[src/sv/c8alu_pkg.sv]
package c8alu_pkg;

   localparam int DATA_W = 8;
   localparam int NIB_W  = 4;
   localparam int CMD_W  = 5;
   localparam int BSEL_W = 3;

   localparam logic [NIB_W-1:0]  NIB_MASK  = 4'hF;
   localparam logic [DATA_W-1:0] BYTE_MASK = 8'hFF;

   typedef enum logic [CMD_W-1:0] {
      CMD_ADD  = 5'd0,
      CMD_ADC  = 5'd1,
      CMD_SUB  = 5'd2,
      CMD_SBC  = 5'd3,
      CMD_AND  = 5'd4,
      CMD_OR   = 5'd5,
      CMD_XOR  = 5'd6,
      CMD_CP   = 5'd7,
      CMD_INC  = 5'd8,
      CMD_DEC  = 5'd9,
      CMD_CCF  = 5'd10,
      CMD_SCF  = 5'd11,
      CMD_CPL  = 5'd12,
      CMD_RLCA = 5'd13,
      CMD_RRCA = 5'd14,
      CMD_RLA  = 5'd15,
      CMD_RRA  = 5'd16,
      CMD_RLC  = 5'd17,
      CMD_RRC  = 5'd18,
      CMD_RL   = 5'd19,
      CMD_RR   = 5'd20,
      CMD_SLA  = 5'd21,
      CMD_SRA  = 5'd22,
      CMD_SRL  = 5'd23,
      CMD_SWAP = 5'd24,
      CMD_BIT  = 5'd25,
      CMD_RES  = 5'd26,
      CMD_SET  = 5'd27
   } cmd_type;

   typedef struct packed {
      logic [CMD_W-1:0]  cmd;
      logic [DATA_W-1:0] acc_value;
      logic [DATA_W-1:0] operand_value;
      logic [BSEL_W-1:0] bit_select;
   } req_payload_type;

   typedef struct packed {
      logic [DATA_W-1:0] result_value;
      logic              write_back;
      logic              zero_flag;
      logic              subtract_flag;
      logic              half_carry_flag;
      logic              carry_flag;
   } rsp_payload_type;

   typedef struct packed {
      logic z;
      logic n;
      logic h;
      logic c;
   } flags_type;

endpackage

[src/sv/c8alu_chan_if.sv]
interface c8alu_chan_if #(
   parameter type payload_type = logic [7:0]
) ();
   logic        valid;
   logic        ready;
   payload_type payload;

   modport source (output valid, output payload, input ready);
   modport sink (input valid, input payload, output ready);
endinterface

[src/sv/cpu8_alu_with_flags.sv]
// 8-bit ALU of an SM83-style CPU with its own Z/N/H/C flag register. It takes one
// operation word per cycle, unless the result side stalls with both registers full,
// and returns one result word per operation, in order. The word is captured in an
// input register, the ALU and flag update run in one pass between that register and
// the result register, and the flag register is written as the word moves on, so
// each word sees the flags left by the one before it. Two words can be held; req
// ready falls only while both registers are full and the result side stalls.
module cpu8_alu_with_flags
   import c8alu_pkg::*;
(
   input logic          clock,
   input logic          reset,
   c8alu_chan_if.sink   req_ch,
   c8alu_chan_if.source rsp_ch
);

   logic            in_valid_ff;
   logic            in_valid_in;
   req_payload_type in_data_ff;
   logic            out_valid_ff;
   logic            out_valid_in;
   rsp_payload_type out_data_ff;
   rsp_payload_type out_data_in;
   flags_type       flags_ff;
   flags_type       flags_in;
   logic            req_fire;
   logic            advance;

   assign advance  = in_valid_ff && (!out_valid_ff || rsp_ch.ready);
   assign req_fire = req_ch.valid && req_ch.ready;

   assign req_ch.ready   = !in_valid_ff || advance;
   assign rsp_ch.valid   = out_valid_ff;
   assign rsp_ch.payload = out_data_ff;

   c8alu_core u_core (
      .req_word  (in_data_ff),
      .flags_cur (flags_ff),
      .rsp_word  (out_data_in),
      .flags_nxt (flags_in)
   );

   always_comb begin
      in_valid_in  = req_fire || (in_valid_ff && !advance);
      out_valid_in = advance || (out_valid_ff && !rsp_ch.ready);
   end

   always_ff @(posedge clock) begin
      if (reset) begin
         in_valid_ff  <= 1'b0;
         out_valid_ff <= 1'b0;
         flags_ff     <= '0;
      end else begin
         in_valid_ff  <= in_valid_in;
         out_valid_ff <= out_valid_in;
         if (advance) begin
            flags_ff <= flags_in;
         end
      end
   end

   always_ff @(posedge clock) begin
      if (req_fire) begin
         in_data_ff <= req_ch.payload;
      end
      if (advance) begin
         out_data_ff <= out_data_in;
      end
   end

endmodule

[src/sv/c8alu_core.sv]
module c8alu_core
   import c8alu_pkg::*;
(
   input  req_payload_type req_word,
   input  flags_type       flags_cur,
   output rsp_payload_type rsp_word,
   output flags_type       flags_nxt
);

   logic [DATA_W-1:0]  a;
   logic [DATA_W-1:0]  v;
   logic [DATA_W-1:0]  x;
   logic [DATA_W-1:0]  mask;
   logic               ci;
   logic               k;
   logic [DATA_W:0]    sum9;
   logic [NIB_W:0]     sum5;
   logic [DATA_W:0]    dif9;
   logic [NIB_W:0]     dif5;
   logic [DATA_W-1:0]  r;
   logic               wb;
   logic               zr;
   flags_type          f;

   assign a    = req_word.acc_value;
   assign v    = req_word.operand_value;
   assign ci   = flags_cur.c;
   assign mask = DATA_W'(1) << req_word.bit_select;

   // The adder carry-in is taken from C only by the with-carry forms.
   assign k = ((req_word.cmd == CMD_ADC) || (req_word.cmd == CMD_SBC)) ? ci : 1'b0;

   assign sum9 = {1'b0, a} + {1'b0, v} + {{DATA_W{1'b0}}, k};
   assign sum5 = {1'b0, a[NIB_W-1:0]} + {1'b0, v[NIB_W-1:0]} + {{NIB_W{1'b0}}, k};
   assign dif9 = {1'b0, a} - {1'b0, v} - {{DATA_W{1'b0}}, k};
   assign dif5 = {1'b0, a[NIB_W-1:0]} - {1'b0, v[NIB_W-1:0]} - {{NIB_W{1'b0}}, k};

   // The accumulator rotates act on A, the prefixed forms on the operand.
   assign x = (req_word.cmd <= CMD_RRA) ? a : v;

   always_comb begin
      r  = '0;
      wb = 1'b1;
      zr = 1'b1;
      f  = flags_cur;
      unique case (cmd_type'(req_word.cmd))
         CMD_ADD, CMD_ADC: begin
            r   = sum9[DATA_W-1:0];
            f.n = 1'b0;
            f.h = sum5[NIB_W];
            f.c = sum9[DATA_W];
         end
         CMD_SUB, CMD_SBC, CMD_CP: begin
            r   = dif9[DATA_W-1:0];
            f.n = 1'b1;
            f.h = dif5[NIB_W];
            f.c = dif9[DATA_W];
            wb  = (req_word.cmd != CMD_CP);
         end
         CMD_AND: begin
            r = a & v;
            f.n = 1'b0; f.h = 1'b1; f.c = 1'b0;
         end
         CMD_OR: begin
            r = a | v;
            f.n = 1'b0; f.h = 1'b0; f.c = 1'b0;
         end
         CMD_XOR: begin
            r = a ^ v;
            f.n = 1'b0; f.h = 1'b0; f.c = 1'b0;
         end
         CMD_INC: begin
            r   = v + DATA_W'(1);
            f.n = 1'b0;
            f.h = (v[NIB_W-1:0] == NIB_MASK);
         end
         CMD_DEC: begin
            r   = v - DATA_W'(1);
            f.n = 1'b1;
            f.h = (v[NIB_W-1:0] == '0);
         end
         CMD_CCF: begin
            wb = 1'b0; zr = 1'b0;
            f.n = 1'b0; f.h = 1'b0; f.c = ~ci;
         end
         CMD_SCF: begin
            wb = 1'b0; zr = 1'b0;
            f.n = 1'b0; f.h = 1'b0; f.c = 1'b1;
         end
         CMD_CPL: begin
            r  = ~a & BYTE_MASK;
            zr = 1'b0;
            f.n = 1'b1; f.h = 1'b1;
         end
         CMD_RLCA, CMD_RLC: begin
            r   = {x[DATA_W-2:0], x[DATA_W-1]};
            f.c = x[DATA_W-1];
         end
         CMD_RRCA, CMD_RRC: begin
            r   = {x[0], x[DATA_W-1:1]};
            f.c = x[0];
         end
         CMD_RLA, CMD_RL: begin
            r   = {x[DATA_W-2:0], ci};
            f.c = x[DATA_W-1];
         end
         CMD_RRA, CMD_RR: begin
            r   = {ci, x[DATA_W-1:1]};
            f.c = x[0];
         end
         CMD_SLA: begin
            r   = {x[DATA_W-2:0], 1'b0};
            f.c = x[DATA_W-1];
         end
         CMD_SRA: begin
            r   = {x[DATA_W-1], x[DATA_W-1:1]};
            f.c = x[0];
         end
         CMD_SRL: begin
            r   = {1'b0, x[DATA_W-1:1]};
            f.c = x[0];
         end
         CMD_SWAP: begin
            r = {v[NIB_W-1:0], v[DATA_W-1:NIB_W]};
            f.n = 1'b0; f.h = 1'b0; f.c = 1'b0;
         end
         CMD_BIT: begin
            wb = 1'b0; zr = 1'b0;
            f.z = ~v[req_word.bit_select];
            f.n = 1'b0; f.h = 1'b1;
         end
         CMD_RES: begin
            r  = v & ~mask;
            zr = 1'b0;
         end
         CMD_SET: begin
            r  = v | mask;
            zr = 1'b0;
         end
         default: begin
            wb = 1'b0; zr = 1'b0;
         end
      endcase

      // All shifts and rotates clear N and H; the accumulator rotates also clear Z.
      if ((req_word.cmd >= CMD_RLCA) && (req_word.cmd <= CMD_SRL)) begin
         f.n = 1'b0;
         f.h = 1'b0;
         if (req_word.cmd <= CMD_RRA) begin
            zr  = 1'b0;
            f.z = 1'b0;
         end
      end

      if (zr) begin
         f.z = (r == '0);
      end
   end

   assign flags_nxt = f;

   always_comb begin
      rsp_word.result_value    = r;
      rsp_word.write_back      = wb;
      rsp_word.zero_flag       = f.z;
      rsp_word.subtract_flag   = f.n;
      rsp_word.half_carry_flag = f.h;
      rsp_word.carry_flag      = f.c;
   end

endmodule

[src/flat_wrapper.sv]
// flat-port wrapper written by rule: the top's interface ports become plain ports
module cpu8_alu_with_flags_flat import c8alu_pkg::*;
  (clock, reset, req_ch_valid, req_ch_payload, req_ch_ready, rsp_ch_valid, rsp_ch_payload, rsp_ch_ready);
  c8alu_chan_if #(.payload_type(req_payload_type)) req_ch_i ();
  c8alu_chan_if #(.payload_type(rsp_payload_type)) rsp_ch_i ();
  input logic clock;
  input logic reset;
  input wire logic [$bits(req_ch_i.valid)-1:0] req_ch_valid;
  input wire logic [$bits(req_ch_i.payload)-1:0] req_ch_payload;
  output wire logic [$bits(req_ch_i.ready)-1:0] req_ch_ready;
  output wire logic [$bits(rsp_ch_i.valid)-1:0] rsp_ch_valid;
  output wire logic [$bits(rsp_ch_i.payload)-1:0] rsp_ch_payload;
  input wire logic [$bits(rsp_ch_i.ready)-1:0] rsp_ch_ready;
  assign req_ch_i.valid = req_ch_valid;
  assign req_ch_i.payload = req_ch_payload;
  assign req_ch_ready = req_ch_i.ready;
  assign rsp_ch_valid = rsp_ch_i.valid;
  assign rsp_ch_payload = rsp_ch_i.payload;
  assign rsp_ch_i.ready = rsp_ch_ready;
  cpu8_alu_with_flags u_core (.clock(clock), .reset(reset), .req_ch(req_ch_i), .rsp_ch(rsp_ch_i));
endmodule
[config.mk]
export PLATFORM = sky130hd
export DESIGN_NAME = cpu8_alu_with_flags_flat
export DESIGN_NICKNAME = d
export VERILOG_FILES = /design/src/sv/c8alu_pkg.sv /design/src/sv/c8alu_chan_if.sv /design/src/sv/cpu8_alu_with_flags.sv /design/src/sv/c8alu_core.sv /design/src/flat_wrapper.sv
export SDC_FILE = /design/constraint.sdc
export NUM_CORES = 1
export LEC_CHECK = 0
export ABC_AREA = 1
export BUFFER_PORTS_ARGS = -buffer_cell sky130_fd_sc_hd__buf_2
export CORE_AREA = 5 5 118 120
export DETAILED_ROUTE_END_ITERATION = 10
export DIE_AREA = 0 0 123 125
export GPL_ROUTABILITY_DRIVEN = 0
export PLACE_DENSITY = 0.62
export SYNTH_ARGS = -nofsm -noshare
export SYNTH_HDL_FRONTEND = slang
export SYNTH_SLANG_ARGS = --single-unit
[constraint.sdc]
create_clock -name clock -period 4.9 [get_ports clock]
set_clock_uncertainty 0.1 [all_clocks]
set_input_delay 0.49 -clock clock [delete_from_list [all_inputs] [get_ports clock]]
set_output_delay 0.49 -clock clock [all_outputs]
set_load 0.01 [all_outputs]
* Word level (Yosys, flattened, before mapping)
Index checks and enable logic that the tools add are counted.
** Storage, ports and cells
- Bits in registers :: 43
- Input bits :: 28
- Output and inout port bits :: 15
- Word-level logic and storage cells :: 114
** Operators by class
- $add $sub $neg :: 10
- Order comparisons :: 4
- Equality and inequality tests :: 29
- Shift-type cells :: 1
- Mux-type cells :: 15
- Bitwise operators :: 9
- Reduce and logical (&&, ||, !) cells :: 30
** Operator list (number)
- 8-bit case mux with 18 select lines :: 1
- 5-bit equality test (second input constant) :: 12
- 22-bit OR reduction :: 2
- 5-bit by 4-bit equality test with 1-bit output (second input constant) :: 8
- 5-bit by 3-bit equality test with 1-bit output (second input constant) :: 4
- 8-bit bitwise AND :: 2
- 8-bit inverter :: 2
- 8-bit bitwise OR :: 2
- 2-bit case mux with 7 select lines :: 1
- 2-bit OR reduction :: 6
- 5-bit by 2-bit equality test with 1-bit output (second input constant) :: 2
- 5-bit <= comparator (second input constant) :: 2
- 5-bit OR reduction :: 2
- 8-bit by 8-bit adder with 9-bit output :: 1
- 9-bit by 1-bit adder with 9-bit output :: 1
- 8-bit by 8-bit subtractor with 9-bit output :: 1
- 9-bit by 1-bit subtractor with 9-bit output :: 1
- 8-bit by 1-bit adder with 8-bit output (second input constant) :: 1
- 8-bit logical NOT :: 1
- 1-bit two-way mux :: 8
- 8-bit two-way mux :: 1
- 1-bit by 3-bit left shift with 8-bit output (first input constant) :: 1
- 8-bit by 1-bit subtractor with 8-bit output (second input constant) :: 1
- 8-bit bitwise XOR :: 1
- 22 further kinds :: 34

* Depth between registers and ports, before layout
- Depth after elaboration :: 7
- Gate-level depth with buffers :: 26
- Depth with buffers taken out :: 26

* Modules after synthesis
From an unflattened synthesis, not the netlist that was laid out.
** Second synthesis, totals
- Cell total of the unflattened synthesis :: 685
- Area, all modules :: 4364.2 sq um
** Modules (own cells, without submodules)
- c8alu_core :: instances 1, cells an instance 610, area an instance 2982.9 sq um, sequential area each 0.0 sq um
- cpu8_alu_with_flags :: instances 1, cells an instance 75, area an instance 1381.3 sq um, sequential area each 1231.2 sq um

* Worst setup path before layout
No wires, ideal clock.
- Path kind :: reg2reg
- From :: register u_core.in_data_ff[23] in the netlist's numbering
- To :: register u_core.flags_ff[3] in the netlist's numbering
- Library setup time :: 0.056 ns
- Arrival :: 3.308 ns
- Data required time :: 4.744 ns
- Setup slack :: 1.436 ns
- Cell stages (with the launch flop) :: 24
- Path buffers :: 1
- Period minus slack after synthesis :: 3.464 ns
- Path through :: edfxtp_1 buf_2 nor2_1 inv_1 nor2_1 inv_1 a21oi_1 inv_1 fa_1 fa_1 inv_1 nand2_1 nand2_1 nand2_1 or2_2 nand3_1 nand2_1 nor2_1 nand3b_1 nor2_1 nand4_1 nand3_1 nand2_1 inv_1
** RTL lines
- from (decl) :: RTL line cpu8_alu_with_flags.sv:19 : req_payload_type in_data_ff;
- from (signal assigned) :: RTL line cpu8_alu_with_flags.sv:64 : in_data_ff <= req_ch.payload;
- to (signal assigned) :: RTL line cpu8_alu_with_flags.sv:57 : flags_ff <= flags_in;
- to (decl) :: RTL line cpu8_alu_with_flags.sv:24 : flags_type flags_ff;

* Final worst setup path
- From :: register u_core.in_data_ff[21] in the netlist's numbering
- To :: register u_core.flags_ff[0] in the netlist's numbering
** Between the ends
- Word-level cells in the longest chain between the ends :: 5
- Elaborated cells between the ends (all ways) :: 34
- Classes of those cells :: 2 x add/sub; 1 x order compare; 21 x eq/ne; 3 x mux; 7 x reduce/logical
** RTL lines
- 5-bit by 1-bit equality test with 1-bit output or 5-bit by 2-bit equality test with 1-bit output (tied branches) :: RTL line c8alu_core.sv:31, c8alu_core.sv:46
- 1-bit logical OR :: RTL line c8alu_core.sv:31 : assign k = ((req_word.cmd == CMD_ADC) || (req_word.cmd == CMD_SBC)) ? ci : 1'b0;
- 1-bit two-way mux :: RTL line c8alu_core.sv:31
- 9-bit by 1-bit subtractor with 9-bit output or 9-bit by 1-bit adder with 9-bit output (tied branches) :: RTL line c8alu_core.sv:35, c8alu_core.sv:33
- 1-bit case mux with 7 select lines (*) :: RTL line c8alu_core.sv:46 : unique case (cmd_type'(req_word.cmd))
Every way passes the cells marked *; elsewhere a longest branch is shown, timed or not.
A chain may end at the register's enable or synchronous reset.

==> parameters.txt <==
Parameter                              Value

STA
  RSZ-0062 raised after global routing    false
  Worst slew margin relative to its limit    0.408
  Worst Max-Slew Pin Slew    around 0.89 ns
  Final Cycle Share    0.789
  Final setup violation count    0
  Sum of negative setup slack    0 ns
  Pins Over Slew Limit    0
  Fin crit period    around 3.9 ns
  Final hold vios    0
  Fmax    roughly 0.26 GHz

Global route
  Initial antenna violation count    0
  First-pass GRT wire length    between 20000 and 25000 um
  Via count of the first global-routing pass    approximately 4200
  Global-route congestion overflow total    0
  Largest net degree at the start of global routing    25
  Overall global routing resource usage    0.185

Clock network
  Post-CTS setup buffers    0
  Number of cells upsized or downsized after cts    0
  Number of buffers added by the clock tree synthesis step    5
  TritonCTS sink count    43
  Post-CTS clock slew at the launch and capture registers of the worst setup and hold paths    0.06 ns
  Number of H-tree branching levels    2
  Clock tree from TritonCTS    yes
  Post-cts hold buffer count    0
  Clock network latency to the later pin of the worst-skew pair    approximately 0.30 ns
  Clock Path Buffers    2
  Root buf cell    sky130_fd_sc_hd__clkbuf_16

Pwr
  Leakage power figure    between 2 and 3 nW
  Combinational power share    0.270
  Sequential share of power    0.375
  Worst voltage drop across the vdd grid    0.000181 V
  Cell-internal power    about 0.83 mW
  Power dissipated by switching net loads    roughly 0.39 mW
  Clock share of power    0.355
  Ratio of total power to cell area    between 200 and 250 nW/um2
  Switching Fraction    0.317

Layout
  Register area    1230 um2
  Finished Cell Area    between 4000 and 5000 um2
  Fillcell total    1458
  Number of antenna cells inserted    0
  Multi-input logic area    between 2000 and 3000 um2
  Fraction of layout cells with a size suffix above 1    0.102
  Final layout net count    around 800
  Area overhead of the layout relative to synthesis    13.8%

Routing
  Number of DRC markers after the initial detailed-route iteration    around 500
  Avg WL per Cell    15.2 um
  Vias per cell    between 5 and 6
  Vias after detailed routing    roughly 4600
  Drt drc    0
  Wire length after detailed routing    around 14000 um
  Total iterations of the first detailed-routing run    6
  Count of nets left with antenna violations after detail routing    0

Run status
  Run status    complete, no violations

Setup path
  Startpoint types    flip-flop
  Category of the critical setup timing path    flip-flop to flip-flop
  Biggest fanout along the worst timing path    8
  Critical path required time    approximately 5.0 ns
  Data arrival, critical path    ~4.0 ns
  Element type at the critical path end    flip-flop

Synth
  Post-synth EDFFs    37
  Largest family of logic cells by synthesized area    simple AND/OR/NAND/NOR gates
  Average cell area after synthesis    6.31 um2
  Post-synthesis sequential element count    43
  Share of the yosys chip area belonging to registers    0.285
  Simple logic cell fraction of the synthesized area    0.413
  Most area-hungry cell type in the Yosys netlist    sky130_fd_sc_hd__edfxtp_1
  Complex-gate fraction of the synthesized area    0.0878
  Cells taking the most area after synthesis    sky130_fd_sc_hd__edfxtp_1 26%, sky130_fd_sc_hd__nand2_1 19%, sky130_fd_sc_hd__inv_1 9.0%, sky130_fd_sc_hd__ha_1 8.1%, sky130_fd_sc_hd__nand3_1 8.0%
  Top cells by instance count after synthesis    222 x sky130_fd_sc_hd__nand2_1, 103 x sky130_fd_sc_hd__inv_1, 86 x sky130_fd_sc_hd__nor2_1
  Syn Std Cell Area    4320 um2
  Adder-cell share of the synthesized area    0.104
  Portion of synthesized cell area occupied by the leading cell type    0.257
  Syn nets    roughly 750
  Unique masters post-synth    34
  Fraction of registers with async set or reset after synthesis    0
  Most frequently used cell type in the post-synthesis netlist    sky130_fd_sc_hd__nand2_1
  Synthesized instance count    685
  Leading register cell type out of synthesis    sky130_fd_sc_hd__edfxtp_1
  Xor and xnor area share after synthesis    0.00406
  Multiplexer share of the synthesized area    0
  Synth Warn #    0

Hold path
  Kind of path behind the tightest hold check    input port to flip-flop

Die
  Core Region    between 10000 and 15000 um2
  I/O pin total    between 40 and 50
  Placement row count    between 40 and 50
  Die area    roughly 15000 um2
  Initial core utilization    0.335
  Chip Width    ~120 um
  Die boundary height    approximately 130 um

Placement
  Placement-stage cell area    roughly 4700 um2
  Post-DP HPWL    between 10000 and 15000 um
  Port Buffer Count    42

Flow run
  Number of max-cap violations    0
[registers in the layout, summed over array words and instances (netlist names)]
name and cells:
u_core.rsp_ch.valid 1, u_core.in_data_ff 24, u_core.rsp_ch.payload 13, u_core.in_valid_ff 1, u_core.flags_ff 4
[critical path: stages, from the launching register on]
cell and delay [ns]:
sky130_fd_sc_hd__edfxtp_1 0.55, sky130_fd_sc_hd__nor2_4 0.24, sky130_fd_sc_hd__inv_1 0.06, sky130_fd_sc_hd__nor2_1 0.10
sky130_fd_sc_hd__inv_1 0.06, sky130_fd_sc_hd__a21oi_1 0.30, sky130_fd_sc_hd__inv_1 0.11, sky130_fd_sc_hd__fa_1 0.49
sky130_fd_sc_hd__fa_1 0.44, sky130_fd_sc_hd__inv_1 0.08, sky130_fd_sc_hd__nand2_1 0.06, sky130_fd_sc_hd__nand2_1 0.06
sky130_fd_sc_hd__nand2_1 0.10, sky130_fd_sc_hd__nand2_1 0.10, sky130_fd_sc_hd__nand2_1 0.05, sky130_fd_sc_hd__nand2_1 0.08
sky130_fd_sc_hd__nand2_1 0.05, sky130_fd_sc_hd__a21oi_1 0.19, sky130_fd_sc_hd__nand2_1 0.08, sky130_fd_sc_hd__nand2_1 0.07
sky130_fd_sc_hd__nand3_1 0.06, sky130_fd_sc_hd__nor2_1 0.13, sky130_fd_sc_hd__nand3_1 0.09, sky130_fd_sc_hd__nand2_1 0.09
sky130_fd_sc_hd__inv_1 0.03
[worst paths after layout]
check | startpoint | to | slack, ns | cells after the start
worst max-delay path | u_core.in_data_ff[21] | u_core.flags_ff[0] | 1.04 | 24
worst max register to register | u_core.in_data_ff[21] | u_core.flags_ff[0] | 1.04 | 24
worst min register to register | u_core.in_valid_ff | u_core.rsp_ch.valid | 0.36 | 2
worst min-delay path | req_ch_payload[0] | u_core.in_data_ff[0] | 0.26 | 1
[layer usage]
metal  vias up  track usage  routed length [um]
li1       2296            -                   -
met1      2076        0.269                6280
met2       233        0.281                5900
met3        27       0.0307                1290
met4         0       0.0560                 336
met5         -            0                   0
[through the flow]
step	power [mW]	util	hold WS [ns]	setup WS [ns]	cells
6_report	1.22	0.382	0.262	1.04	905
5_1_grt	1.29	0.382	0.247	0.641	905
4_1_cts	1.22	0.382	0.254	1.06	905
3_5_place_dp	0.782	0.367	0.358	1.10	897
3_3_place_gp	0.781	0.367	0.356	1.14	897
2_1_floorplan	0.683	-	0.337	1.44	685
[cell usage in the layout (no fill, tap or decap), drive strengths merged]
| master | instances |
|---|---|
| dfxtp | 6 |
| ha | 28 |
| nor3 | 7 |
| bufinv | 2 |
| a21o | 1 |
| nor4 | 4 |
| clkbuf | 5 |
| a22oi | 1 |
| nor4b | 1 |
| o22ai | 4 |
| nand3 | 69 |
| a21oi | 28 |
| nand4 | 10 |
| o211ai | 1 |
| nand3b | 5 |
| clkinvlp | 1 |
| a221o | 1 |
| inv | 108 |
| o2111ai | 1 |
| edfxtp | 37 |
| buf | 45 |
| o21ai | 30 |
| nand2 | 227 |
| a41oi | 1 |
| a31oi | 1 |
| xor2 | 1 |
| o31ai | 1 |
| nor2 | 93 |
| or2 | 4 |
| xnor2 | 1 |
| fa | 5 |
[power by group through the flow]
stage,clock network [mW],logic [mW],registers [mW]
detailed placement,0,0.320,0.462
global placement,0,0.319,0.462
floorplan,0,0.225,0.458
finish,0.432,0.328,0.455
global route,0.463,0.372,0.457
CTS,0.444,0.322,0.454
[layout make-up]
type / instances / area share
clock inverter: 3 / 0.0137
tap: 176 / 0.0448
inverter: 108 / 0.0825
clock buffer: 5 / 0.0255
timing repair buffer: 45 / 0.0474
multi-input combinational: 525 / 0.536
sequential: 43 / 0.251
[logic make-up (layout without fill, tap and decap cells)]
family,Yosys count,after routing
and+or+nand+nor,420,420
buffers and inverters,117,161
AOI/OAI and AO/OA,70,70
DFF,43,43
adders and majority gates,33,33
xor gates and xnor gates,2,2
(Power assumes the default switching activity.)
